===== src/hdl/spq_pkg.sv =====
package spq_pkg;

  localparam int DEPTH  = 16;
  localparam int CNT_W  = $clog2(DEPTH + 1);
  localparam int OCC_W  = 5;
  localparam int ID_W   = 8;
  localparam int PRIO_W = 8;

  typedef enum logic [0:0] {
    OP_ENQ = 1'b0,
    OP_DEQ = 1'b1
  } spq_op_t;

  typedef enum logic [1:0] {
    ST_OK    = 2'd0,
    ST_EMPTY = 2'd1,
    ST_FULL  = 2'd2
  } spq_status_t;

  typedef struct packed {
    logic [ID_W-1:0]   id;
    logic [PRIO_W-1:0] prio;
  } spq_entry_t;

  typedef struct packed {
    spq_op_t           operation;
    logic [ID_W-1:0]   proc_id;
    logic [PRIO_W-1:0] prio;
  } spq_in_t;

  typedef struct packed {
    spq_status_t       status;
    logic [ID_W-1:0]   out_id;
    logic [PRIO_W-1:0] out_prio;
    logic [OCC_W-1:0]  occupancy;
  } spq_out_t;

  // Row-wide control broadcast to every cell.
  typedef struct packed {
    logic shift_in;
    logic shift_out;
  } spq_ctl_t;

endpackage


===== src/hdl/spq_cell.sv =====
module spq_cell (
  input  logic               clk,
  input  spq_pkg::spq_ctl_t  ctl,
  input  logic               occ,
  input  spq_pkg::spq_entry_t new_entry,
  input  spq_pkg::spq_entry_t left_entry,
  input  logic               left_keep,
  input  spq_pkg::spq_entry_t right_entry,
  output spq_pkg::spq_entry_t entry,
  output logic               keep
);

  spq_pkg::spq_entry_t entry_r;
  spq_pkg::spq_entry_t entry_nxt;

  // Hold the entry when it is held and ranks equal or above the newcomer.
  assign keep  = occ && (entry_r.prio >= new_entry.prio);
  assign entry = entry_r;

  always_comb begin
    entry_nxt = entry_r;
    priority if (ctl.shift_out) begin
      entry_nxt = right_entry;
    end else if (ctl.shift_in && !keep) begin
      // First cell behind the kept run takes the newcomer, the rest advance.
      entry_nxt = left_keep ? new_entry : left_entry;
    end
  end

  always_ff @(posedge clk) begin
    entry_r <= entry_nxt;
  end

endmodule


===== src/hdl/stable_priority_queue.sv =====
// Sorted ready queue: entries ordered by priority, highest first, ties in
// arrival order.
// Input channel (in_valid / in_stall / in_data): one transaction is either an
// enqueue of (proc_id, prio) or a dequeue of the head entry.
// Result channel (out_valid / out_stall / out_data): exactly one result per
// input transaction, carrying status, the removed entry on a successful
// dequeue (zero otherwise) and the occupancy after the transaction.
// The result is registered and presented in the cycle after acceptance.
// Throughput: one transaction per cycle unless the input is stalled; the row
// of cells inserts or removes an entry at once, each cell comparing its own
// priority in parallel. A full queue drops an enqueue with status FULL; an
// empty queue answers a dequeue with status EMPTY. Neither changes the queue.
// Reset empties the queue at once (occupancy count cleared) and drops any
// pending result; cell contents are not cleared and are never read before
// being written.
// While the receiver stalls a waiting result, the result register holds and
// the input is stalled until the result is taken.
module stable_priority_queue (
  input  logic              clk,
  input  logic              rst_n,
  input  logic              in_valid,
  output logic              in_stall,
  input  spq_pkg::spq_in_t  in_data,
  output logic              out_valid,
  input  logic              out_stall,
  output spq_pkg::spq_out_t out_data
);

  logic [spq_pkg::CNT_W-1:0] count_r;
  logic [spq_pkg::CNT_W-1:0] count_nxt;
  logic                      out_valid_r;
  logic                      out_valid_nxt;
  spq_pkg::spq_out_t         out_data_r;
  spq_pkg::spq_out_t         out_data_nxt;

  logic                 accept;
  logic                 is_full;
  logic                 is_empty;
  logic                 do_enq;
  logic                 do_deq;
  spq_pkg::spq_ctl_t    ctl;
  spq_pkg::spq_entry_t  new_entry;

  spq_pkg::spq_entry_t  entry_w [spq_pkg::DEPTH];
  logic                 keep_w  [spq_pkg::DEPTH];
  logic                 occ_w   [spq_pkg::DEPTH];

  // Accept whenever the result register is free or being drained.
  assign in_stall = out_valid_r && out_stall;
  assign accept   = in_valid && !in_stall;

  assign is_full  = (count_r == spq_pkg::CNT_W'(spq_pkg::DEPTH));
  assign is_empty = (count_r == '0);
  assign do_enq   = accept && (in_data.operation == spq_pkg::OP_ENQ) && !is_full;
  assign do_deq   = accept && (in_data.operation == spq_pkg::OP_DEQ) && !is_empty;

  assign ctl.shift_in  = do_enq;
  assign ctl.shift_out = do_deq;
  assign new_entry.id   = in_data.proc_id;
  assign new_entry.prio = in_data.prio;

  // Row of cells, head at index 0.
  for (genvar i = 0; i < spq_pkg::DEPTH; i++) begin : g_cell
    spq_pkg::spq_entry_t left_entry;
    spq_pkg::spq_entry_t right_entry;
    logic                left_keep;

    assign occ_w[i] = (spq_pkg::CNT_W'(i) < count_r);

    if (i == 0) begin : g_head
      assign left_entry = new_entry;
      assign left_keep  = 1'b1;
    end else begin : g_body
      assign left_entry = entry_w[i-1];
      assign left_keep  = keep_w[i-1];
    end

    if (i == spq_pkg::DEPTH - 1) begin : g_tail
      assign right_entry = entry_w[i];
    end else begin : g_mid
      assign right_entry = entry_w[i+1];
    end

    spq_cell u_cell (
      .clk         (clk),
      .ctl         (ctl),
      .occ         (occ_w[i]),
      .new_entry   (new_entry),
      .left_entry  (left_entry),
      .left_keep   (left_keep),
      .right_entry (right_entry),
      .entry       (entry_w[i]),
      .keep        (keep_w[i])
    );
  end

  always_comb begin
    count_nxt = count_r;
    if (do_enq) begin
      count_nxt = count_r + spq_pkg::CNT_W'(1);
    end else if (do_deq) begin
      count_nxt = count_r - spq_pkg::CNT_W'(1);
    end
  end

  always_comb begin
    out_valid_nxt = out_valid_r && out_stall;
    if (accept) begin
      out_valid_nxt = 1'b1;
    end
  end

  always_comb begin
    out_data_nxt           = out_data_r;
    if (accept) begin
      out_data_nxt.status    = spq_pkg::ST_OK;
      out_data_nxt.out_id    = '0;
      out_data_nxt.out_prio  = '0;
      out_data_nxt.occupancy = spq_pkg::OCC_W'(count_nxt);
      unique case (in_data.operation)
        spq_pkg::OP_ENQ: begin
          if (is_full) begin
            out_data_nxt.status = spq_pkg::ST_FULL;
          end
        end
        spq_pkg::OP_DEQ: begin
          if (is_empty) begin
            out_data_nxt.status = spq_pkg::ST_EMPTY;
          end else begin
            out_data_nxt.out_id   = entry_w[0].id;
            out_data_nxt.out_prio = entry_w[0].prio;
          end
        end
        default: begin
          out_data_nxt.status = spq_pkg::ST_OK;
        end
      endcase
    end
  end

  always_ff @(posedge clk) begin
    if (!rst_n) begin
      count_r     <= '0;
      out_valid_r <= 1'b0;
    end else begin
      count_r     <= count_nxt;
      out_valid_r <= out_valid_nxt;
    end
  end

  // Result payload: hold while stalled.
  always_ff @(posedge clk) begin
    out_data_r <= out_data_nxt;
  end

  assign out_valid = out_valid_r;
  assign out_data  = out_data_r;

endmodule


===== config.mk =====
export PLATFORM = sky130hd
export DESIGN_NAME = stable_priority_queue
export DESIGN_NICKNAME = d
export VERILOG_FILES = /design/src/hdl/spq_pkg.sv /design/src/hdl/spq_cell.sv /design/src/hdl/stable_priority_queue.sv
export SDC_FILE = /design/constraint.sdc
export NUM_CORES = 1
export LEC_CHECK = 0
export BUFFER_PORTS_ARGS = -buffer_cell sky130_fd_sc_hd__clkbuf_2
export CAP_MARGIN = 10
export CORE_MARGIN = 2
export CORE_UTILIZATION = 55
export CTS_CLUSTER_DIAMETER = 150
export DETAILED_ROUTE_END_ITERATION = 8
export PLACE_DENSITY = 0.72
export SLEW_MARGIN = 20
export SYNTH_ARGS = -nofsm -noshare
export SYNTH_HDL_FRONTEND = slang
export SYNTH_SLANG_ARGS = --single-unit

===== constraint.sdc =====
create_clock -name clk -period 4.5 [get_ports clk]
set_input_delay 0.675 -clock clk [delete_from_list [all_inputs] [get_ports clk]]
set_output_delay 0.675 -clock clk [all_outputs]
set_load 0.02 [all_outputs]

---- Word level (Yosys, flattened, before mapping) ----
Cells that the tools add are included.
cells by class
  $add $sub $neg .......................... 2
  $lt $le $gt $ge ......................... 32
  eq/ne operators ......................... 1
  mux-type cells .......................... 51
  bitwise gates (word level) .............. 2
  reductions and logical operators ........ 75
operators with widths
  operator             count
  $mux 16              45
  $ge 8x8->1           16
  $lt 4x5->1 const A   8
  $logic_and 1x1->1    38
  $reduce_bool 2->1    15
  $lt 3x5->1 const A   4
  $logic_not 1->1      19
  $lt 1x5->1 const A   2
  $lt 2x5->1 const A   2
  $mux 5               2
  $add 5x1->5 const B  1
  $eq 5x5->1 const B   1
  $logic_not 5->1      1
  $sub 5x1->5 const B  1
  $pmux 2 s2           1
  $mux 1               2
  $mux 2               1
  $not 1->1            2
  $reduce_and 2->1     1
  $reduce_or 2->1      1
word-level totals
  bits in registers ....................... 285
  input bits .............................. 21
  word-level logic and storage cells ...... 201

---- Longest topological paths before layout ----
Gate-level depths: netlist of run 1.
  word-level depth ........................ 8
  mapped depth ............................ 11
  mapped depth without buffers ............ 7

---- Modules after synthesis ----
From an unflattened synthesis of run 1, not the netlist that was laid out.
second synthesis, totals
  cells, all modules ...................... 1722
  area, all modules ....................... 18381.4 µm²
by module, submodules not included
  module                 instances  cells each  area an instance (µm²)
  spq_cell               16         99          1056.0
  stable_priority_queue  1          138         1485.2

---- Worst setup path after synthesis of run 1 ----
No wires, ideal clock.
  path type ............................... input port to flip-flop
  start ................................... input in_valid
  end ..................................... register g_cell[1].u_cell.entry_r (netlist bit g_cell[1].u_cell.entry[0]) (enable)
  library setup time ...................... 0.394 ns
  arrival ................................. 3.203 ns
  data required time ...................... 4.106 ns
  path slack .............................. 0.903 ns
  stages on the path ...................... 5
  path through ............................ a21boi_2 -> clkbuf_1 -> o21ai_2 -> clkbuf_1 -> a21oi_1
on the way
  word-level cells in the longest chain between the ends .. 5
  elaborated cells between the ends (all ways) .. 7
ends and longest elaborated chain
  item                             RTL line                     text
  start, declared                  stable_priority_queue.sv:21  input logic in_valid,
  $logic_and 1x1->1 (*)            stable_priority_queue.sv:50  assign accept = in_valid && !in_stall;
  net accept                       stable_priority_queue.sv:36  logic accept;
  $logic_and 1x1->1 (2 in a row)   stable_priority_queue.sv:54  assign do_enq = accept && (in_data.operation == spq_pkg::OP_ENQ) && !is_full;
  $logic_and 1x1->1                spq_cell.sv:24               end else if (ctl.shift_in && !keep) begin
  $reduce_bool 2->1 (no line) (*)  n/a
  end signal, assigned             spq_cell.sv:31               entry_r <= entry_nxt;
  end, declared                    spq_cell.sv:13               spq_pkg::spq_entry_t entry_r;
Mark *: on every way through the listed nets, which the timed path passes. The rest lies on a longest branch.
A chain may end at the register's enable or synchronous reset.

---- Final worst setup path of run 1 ----
  start ................................... register count_r[0] (netlist bit)
  end ..................................... register g_cell[3].u_cell.entry_r (netlist bit g_cell[3].u_cell.entry[0]) (enable)
on the way
  word-level cells in the longest chain between the ends .. 5
  elaborated cells between the ends (all ways) .. 11
ends and longest elaborated chain
  item                                                         RTL line                                                  text
  start, declared                                              stable_priority_queue.sv:29                               logic [spq_pkg::CNT_W-1:0] count_r;
  start signal, assigned                                       stable_priority_queue.sv:146                              count_r <= count_nxt;
  $lt 2x5->1 / $eq 5x5->1 (equally long branches)              stable_priority_queue.sv:68, stable_priority_queue.sv:52
  $logic_and 1x1->1 / $logic_not 1->1 (equally long branches)  spq_cell.sv:17, stable_priority_queue.sv:54
  $logic_not 1->1 / $logic_and 1x1->1 (equally long branches)  spq_cell.sv:24, stable_priority_queue.sv:54
  $logic_and 1x1->1                                            spq_cell.sv:24
  $reduce_bool 2->1 (no line) (*)                              n/a
  end signal, assigned                                         spq_cell.sv:31
  end, declared                                                spq_cell.sv:13
Mark *: on every way between the ends. The rest lies on a longest branch, timed or not.

==> results of run 1 <==
sequential cells by signal, indices dropped and copies added (netlist names):
name / flops
count_r: 5
g_cell.u_cell.entry: 256
out_data: 23
out_valid: 1
worst paths after layout:
check,startpoint,end,cells past startpoint
setup / recovery,count_r[0]$_SDFF_PN0_,g_cell[3].u_cell.entry[0]$_DFFE_PP_,8
hold / removal,in_valid,out_valid$_SDFF_PN0_,2
setup reg to reg,count_r[0]$_SDFF_PN0_,g_cell[3].u_cell.entry[0]$_DFFE_PP_,8
hold reg to reg,g_cell[15].u_cell.entry[13]$_DFFE_PP_,g_cell[14].u_cell.entry[13]$_DFFE_PP_,2
cells in the mapped netlist, drive strengths merged (24+ instances only):
cell type and count:
a21o 38, a21oi 48, nand3 392, and2 44, ha 132, nand2 204
nor2 40, inv 28, edfxtp 279, o211ai 196, clkbuf 65, o21ai 24
buf 78
cells in the final DEF (no fill, tap or decap), types with 7 or more instances in the layout:
master	n
nor2_1	37
a211oi_1	14
mux2_2	16
inv_1	28
o21a_1	14
o21ai_1	12
o21ai_0	8
a211o_1	13
nand3_1	392
buf_4	93
edfxtp_1	279
ha_1	132
clkbuf_16	31
a221o_1	14
a21o_1	38
a21oi_1	48
clkbuf_1	7
nand2_1	204
o211ai_1	195
clkinv_1	7
a31oi_1	16
clkbuf_2	45
nand2b_1	17
and2_1	34
o2111ai_1	14
a221oi_1	13
and2_0	8
mux2i_1	16
layout make-up:
type	instances	share of cell area
well taps	442	0.0280
repair buffers	142	0.0509
multi-input cells	1301	0.432
diodes	4	0.000507
clock inverters	19	0.0121
flip-flops and latches	285	0.431
inverters	28	0.00533
clock buffers	38	0.0406
kinds of logic after synthesis:
kind of cell / after synthesis
xor gates and xnor gates: 4
buffers and inverters: 171
muxes: 32
AOI/OAI and AO/OA: 418
and+or+nand+nor: 715
DFF: 285
adders and majority gates: 132
power groups by stage:
stage	Clock [mW]	Sequential (mW)	Combinational (mW)
finish	2.68	3.97	3.06
global placement	0	4.00	2.85
detailed placement	0	4.00	2.95
global route	2.78	3.99	3.33
CTS	2.67	3.95	2.97
floorplan	0	3.84	2.10
through the flow:
stage	setup WS, ns	total power [mW]	std cells
2_1_floorplan	0.903	5.94	1757
3_3_place_gp	1.09	6.85	2198
3_5_place_dp	1.04	6.95	2198
4_1_cts	1.05	9.59	2255
5_1_grt	0.719	10.1	2255
6_report	0.918	9.70	2259
layer usage:
layer	up-vias	part of all wire	GRT usage
met3	135	0.14	0.0848
met4	4	0.036	0.119
met5	-	0.00038	0
met1	7423	0.41	0.505
met2	1083	0.42	0.489
li1	6853	-	-
worst max-delay path, delay by kind of cell (launching register included):
kind                       cells  cell delay (ns)
buffers and inverters          4             1.33
AOI/OAI and AO/OA              2             0.69
DFF                            1             0.47
and+or+nand+nor                1             0.44
adders and majority gates      1             0.31
==> summary.txt, run 1 <==
adder-cell share of the synthesized area -> 0.0923
worst hold path type -> primary input to register
maximum vdd drop -> 0.320 mV
syn nets -> 1,910
EDFF count, synth -> 279
register area -> 8500 um2
Worst setup EP type -> register
Iter 0 DRT Violations -> 2,344
CTS max path bufs -> 3
mux contribution to synthesized area -> 0.0190
largest net degree at the start of global routing -> 112
vias in the first global route -> 14,549
Ys Warns -> 0
Die Span Y -> 184 um
Max-slew headroom -> 0.221
Nets -> 1,942
final instance area -> 19,700 um2
core box area -> 32,300 um2
largest area contributor in the netlist -> edfxtp_1
GRT Residual Overflow -> 0
Synth Area in Compound Gates -> 0.171
worst-margin pin slew -> 1.17 ns
root buffer cell -> clkbuf_16
Clock Power Share -> 0.276
H-tree Lvls -> 1
cell mode on critical path -> buf_4
register share of total power -> 0.409
ys flop type -> edfxtp_1
area of the multi-input gates -> 8520 um2
top cell type's share of synthesized area -> 0.468
Critical Path RT -> 4.81 ns
Final Setup Violations -> 0
final core utilization -> 0.611
Final Critical Period -> 3.58 ns
final hold viol count -> 0
post-synthesis simple-gate area fraction -> 0.191
Ports -> 46
# port buffers -> 45
clk_skew -> 0.0122 ns
GP Congestion -> 0.988
crit path cell chain -> inv_1 > ha_1 > or3b_4 > o211ai_4 > buf_4 > buf_12 > a21oi_1 > buf_4
Syn-to-layout area delta -> 10.3%
initial antenna violation count -> 2
drt first pass iters -> 6
largest family of logic cells by synthesized area -> simple AND/OR/NAND/NOR gates
Gate power share -> 0.315
Crit Path Max Fanout -> 97
Initial Util -> 0.554
Worst Setup Start Kind -> register
switch share -> 0.357
die area -> 34,000 um2
synthesis-stage register bit count -> 285
Via Count -> 15,498
Inserted Clock Buffers -> 31
R2R setup slack -> 0.92 ns
Placed Area -> 18,700 um2
PD cells -> 492 nW/um2
synthesized area per cell -> 10.2 um2
Final Hold Slack -> 0.354 ns
max-cap violations -> 0
Post-synth ARST share -> 0
Post-Synth XOR/XNOR Area -> 0.00196
Worst-path clk slew -> 0.06 ns
Syn Std Cell Area -> 17,900 um2
Post-CTS Setup Bufs -> 0
RSZ-0062 raised after global routing -> false
Avg WL per Cell -> 25.6 um
count of different cell masters after synthesis -> 56
CTS tree -> built
Worst Setup Path Type -> register to register
floorplan row count -> 66
final WL -> 57,900 um
TNS Setup -> 0 ns
Synth area leaders -> edfxtp_1 (47%), nand3_1 (11%), ha_1 (9.2%)
Tcrit/Tclk final -> 0.796
fill count -> 2,645
P_int -> 6.24 mW
drc violations -> 0
NetSw -> 3.46 mW
Clock Sink Count -> 285
Clk Latency, worst-skew pair -> 0.58 ns
Slew Limit Fails -> 0
die width -> 184 um
fmax -> 279 MHz
Seq/Total Area, Yosys -> 0.475
critical path's slowest cell -> o211ai_4
number of antenna-violating nets in the routed design -> 0
cts repair resizes -> 0
layout cells sized above 1 -> 0.120
vias per inst -> 6.86
status -> finished, final reports clean
Total Routing Usage GR -> 0.342
Post-CTS Hold Buffers -> 0
arrival time at the worst endpoint -> 3.89 ns
HPWL Detailed -> 41,400 um
Lkg Pwr -> 7.29 nW
synthesized instance count -> 1,757
CP max stage delay -> 0.56 ns
first-pass GRT wire length -> 88,200 um
No activity file was read; power rests on OpenSTA's default activity.
==> run 2: changes to the inputs <==
--- a/config.mk
+++ b/config.mk
@@ -11,7 +11,7 @@
 export CORE_UTILIZATION = 55
 export CTS_CLUSTER_DIAMETER = 150
 export DETAILED_ROUTE_END_ITERATION = 8
-export PLACE_DENSITY = 0.72
+export PLACE_DENSITY = 0.74
 export SLEW_MARGIN = 20
 export SYNTH_ARGS = -nofsm -noshare
 export SYNTH_HDL_FRONTEND = slang
==> constraint.sdc (replaced) <==
create_clock -name clk -period 3.22 [get_ports clk]
set_input_delay 0.483 -clock clk [delete_from_list [all_inputs] [get_ports clk]]
set_output_delay 0.483 -clock clk [all_outputs]
set_load 0.02 [all_outputs]
==> summary.txt, run 2 (synthesis gave the netlist of run 1 again) <==
post-layout worst setup margin -> 0.361 ns (was 0.918 ns)
cell mode on critical path -> nand3_1 (was buf_4)
Critical Path RT -> 3.60 ns (was 4.81 ns)
status -> finished, final reports clean (unchanged)
RSZ-0062 raised after global routing -> false (unchanged)
Worst-path clk slew -> 0.06 ns (about the same)
Initial Util -> 0.554 (unchanged)
Clk Latency, worst-skew pair -> 0.53 ns (was 0.58 ns)
Slew Limit Fails -> 0 (unchanged)
Final Setup Violations -> 0 (unchanged)
Inserted Clock Buffers -> 35 (was 31)
Post-CTS Setup Bufs -> 0 (unchanged)
# port buffers -> 45 (unchanged)
initial antenna violation count -> 0 (was 2)
die width -> 184 um (unchanged)
hold path start -> in_valid (unchanged)
Iter 0 DRT Violations -> 2,465 (was 2,344)
Worst Setup Start Kind -> register (unchanged)
final WL -> 57,800 um (was 57,900 um)
Post-CTS Hold Buffers -> 0 (unchanged)
R2R setup slack -> 0.36 ns (was 0.92 ns)
FF-to-FF path depth -> 8 (unchanged)
layout cells sized above 1 -> 0.134 (was 0.120)
worst r2r dst -> g_cell[7].u_cell.entry[7]$_DFFE_PP_ (was g_cell[3].u_cell.entry[0]$_DFFE_PP_)
setup slack at placement -> -0.0615 ns (was 1.04 ns)
Die Span Y -> 184 um (unchanged)
hold path cells -> 2 (unchanged)
drc violations -> 0 (unchanged)
critical path's top delay family -> compound AO/OA/AOI/OAI gates (was buffers and inverters)
CTS max path bufs -> 3 (unchanged)
root buffer cell -> clkbuf_16 (unchanged)
Max-slew headroom -> 0.237 (was 0.221)
first-pass GRT wire length -> 87,500 um (was 88,200 um)
Ports -> 46 (unchanged)
Via Count -> 15,744 (was 15,498)
Avg WL per Cell -> 25.3 um (was 25.6 um)
core box area -> 32,300 um2 (unchanged)
HPWL Detailed -> 40,900 um (was 41,400 um)
die area -> 34,000 um2 (unchanged)
drt first pass iters -> 9 (was 6)
Worst Setup Path Type -> register to register (unchanged)
CTS tree -> built (unchanged)
vias per inst -> 6.88 (was 6.86)
reg2reg start -> count_r[1]$_SDFF_PN0_ (was count_r[0]$_SDFF_PN0_)
largest net degree at the start of global routing -> 118 (was 112)
Final Critical Period -> 2.86 ns (was 3.58 ns)
cts repair resizes -> 0 (unchanged)
H-tree Lvls -> 2 (was 1)
worst hold path endpoint -> out_valid$_SDFF_PN0_ (unchanged)
critical path's slowest cell -> a21oi_1 (was o211ai_4)
arrival time at the worst endpoint -> 3.24 ns (was 3.89 ns)
Lkg Pwr -> 7.47 nW (was 7.29 nW)
floorplan row count -> 66 (unchanged)
Syn-to-layout area delta -> 12.2% (was 10.3%)
Nets -> 1,976 (was 1,942)
worst hold path type -> primary input to register (unchanged)
Crit Path Max Fanout -> 10 (was 97)
crit path cell chain -> inv_1 > ha_1 > nor4b_4 > nor2_2 > a21oi_1 > buf_4 > nand3_1 > nand3_1 (was inv_1 > ha_1 > or3b_4 > o211ai_4 > buf_4 > buf_12 > a21oi_1 > buf_4)
vias in the first global route -> 15,198 (was 14,549)
commonest non-fill, non-tap cell in the layout -> nand3_1 (unchanged)
final hold viol count -> 0 (unchanged)
PD cells -> 689 nW/um2 (was 492 nW/um2)
Clock Sink Count -> 285 (unchanged)
Total Routing Usage GR -> 0.337 (was 0.342)
max-cap violations -> 0 (unchanged)
Worst Path Buf+Inv -> 2 (was 4)
GRT Residual Overflow -> 0 (unchanged)
fmax -> 350 MHz (was 279 MHz)
Worst setup EP type -> register (unchanged)
number of antenna-violating nets in the routed design -> 0 (unchanged)
Tcrit/Tclk final -> 0.888 (was 0.796)
clk_skew -> 0.0233 ns (was 0.0122 ns)
most frequent cells in the layout -> nand3_1 (392), edfxtp_1 (279), nand2_1 (204) (unchanged)
GP Congestion -> 0.967 (was 0.988)
Final Hold Slack -> 0.190 ns (was 0.354 ns)
number of flip-flops in the largest register -> 256 (unchanged)
worst-margin pin slew -> 1.14 ns (was 1.17 ns)
maximum vdd drop -> 0.455 mV (was 0.320 mV)
CP max stage delay -> 0.92 ns (was 0.56 ns)
## run 2: cell count changes in the layout (fill, tap and decap cells not counted), sizes merged
cell	before	now
buf	97	127
bufinv	6	3
clkbuf	83	86
diode	4	1
inv	28	30
clkinv	12	11
## run 2: how the worst max path moves through the flow
| stage | start | endpoint | slack (ns) | cells after the start |
|---|---|---|---|---|
| after global placement | in_data[5] | g_cell[7].u_cell.entry[14]$_DFFE_PP_ | -0.007 | 7 |
| after floorplan | in_data[2] | g_cell[14].u_cell.entry[0]$_DFFE_PP_ | 0.004 | 8 |
| after detailed placement | in_data[5] | g_cell[7].u_cell.entry[12]$_DFFE_PP_ | -0.06 | 7 |
| final | count_r[1]$_SDFF_PN0_ | g_cell[7].u_cell.entry[7]$_DFFE_PP_ | 0.36 | 8 |
| after CTS | in_data[5] | g_cell[7].u_cell.entry[12]$_DFFE_PP_ | 0.44 | 7 |
| after global routing | in_data[7] | g_cell[9].u_cell.entry[12]$_DFFE_PP_ | 0.26 | 9 |
## run 2: metrics by stage
stage / instance area [um2] / TNS [ns] / cells / power (mW) / util
finish: 20100 / 0 / 2287 / 13.8 / 0.621
global placement: 19000 / -0.0953 / 2228 / 9.69 / 0.587
CTS: 20100 / 0 / 2286 / 13.7 / 0.621
floorplan: 17900 / 0 / 1757 / 8.31 / -
detailed placement: 19000 / -1.76 / 2228 / 9.84 / 0.587
global route: 20100 / 0 / 2286 / 14.3 / 0.621
## run 2: report_power, final
part / leakage [nW] / internal (mW) / switching, mW
Combinational: 4.26 / 1.56 / 2.86
Clock: 0.528 / 2.28 / 1.58
Sequential: 2.69 / 5.03 / 0.524
## run 2: cell type report
type                            count  area, um2
Multi-Input combinational cell   1301       8520
Antenna cell                        1       2.50
Sequential cell                   285       8500
Inverter                           28        105
Clock buffer                       41        920
Fill cell                        2591      12200
Clock inverter                     17        176
Timing Repair Buffer              172       1290
Tap cell                          442        553
## run 2: routing by layer
metal	GRT usage	share of wire	vias up
li1	-	-	6915
met3	0.0881	0.13	200
met1	0.470	0.40	7489
met2	0.502	0.43	1140
met5	0	0	-
met4	0.135	0.041	0
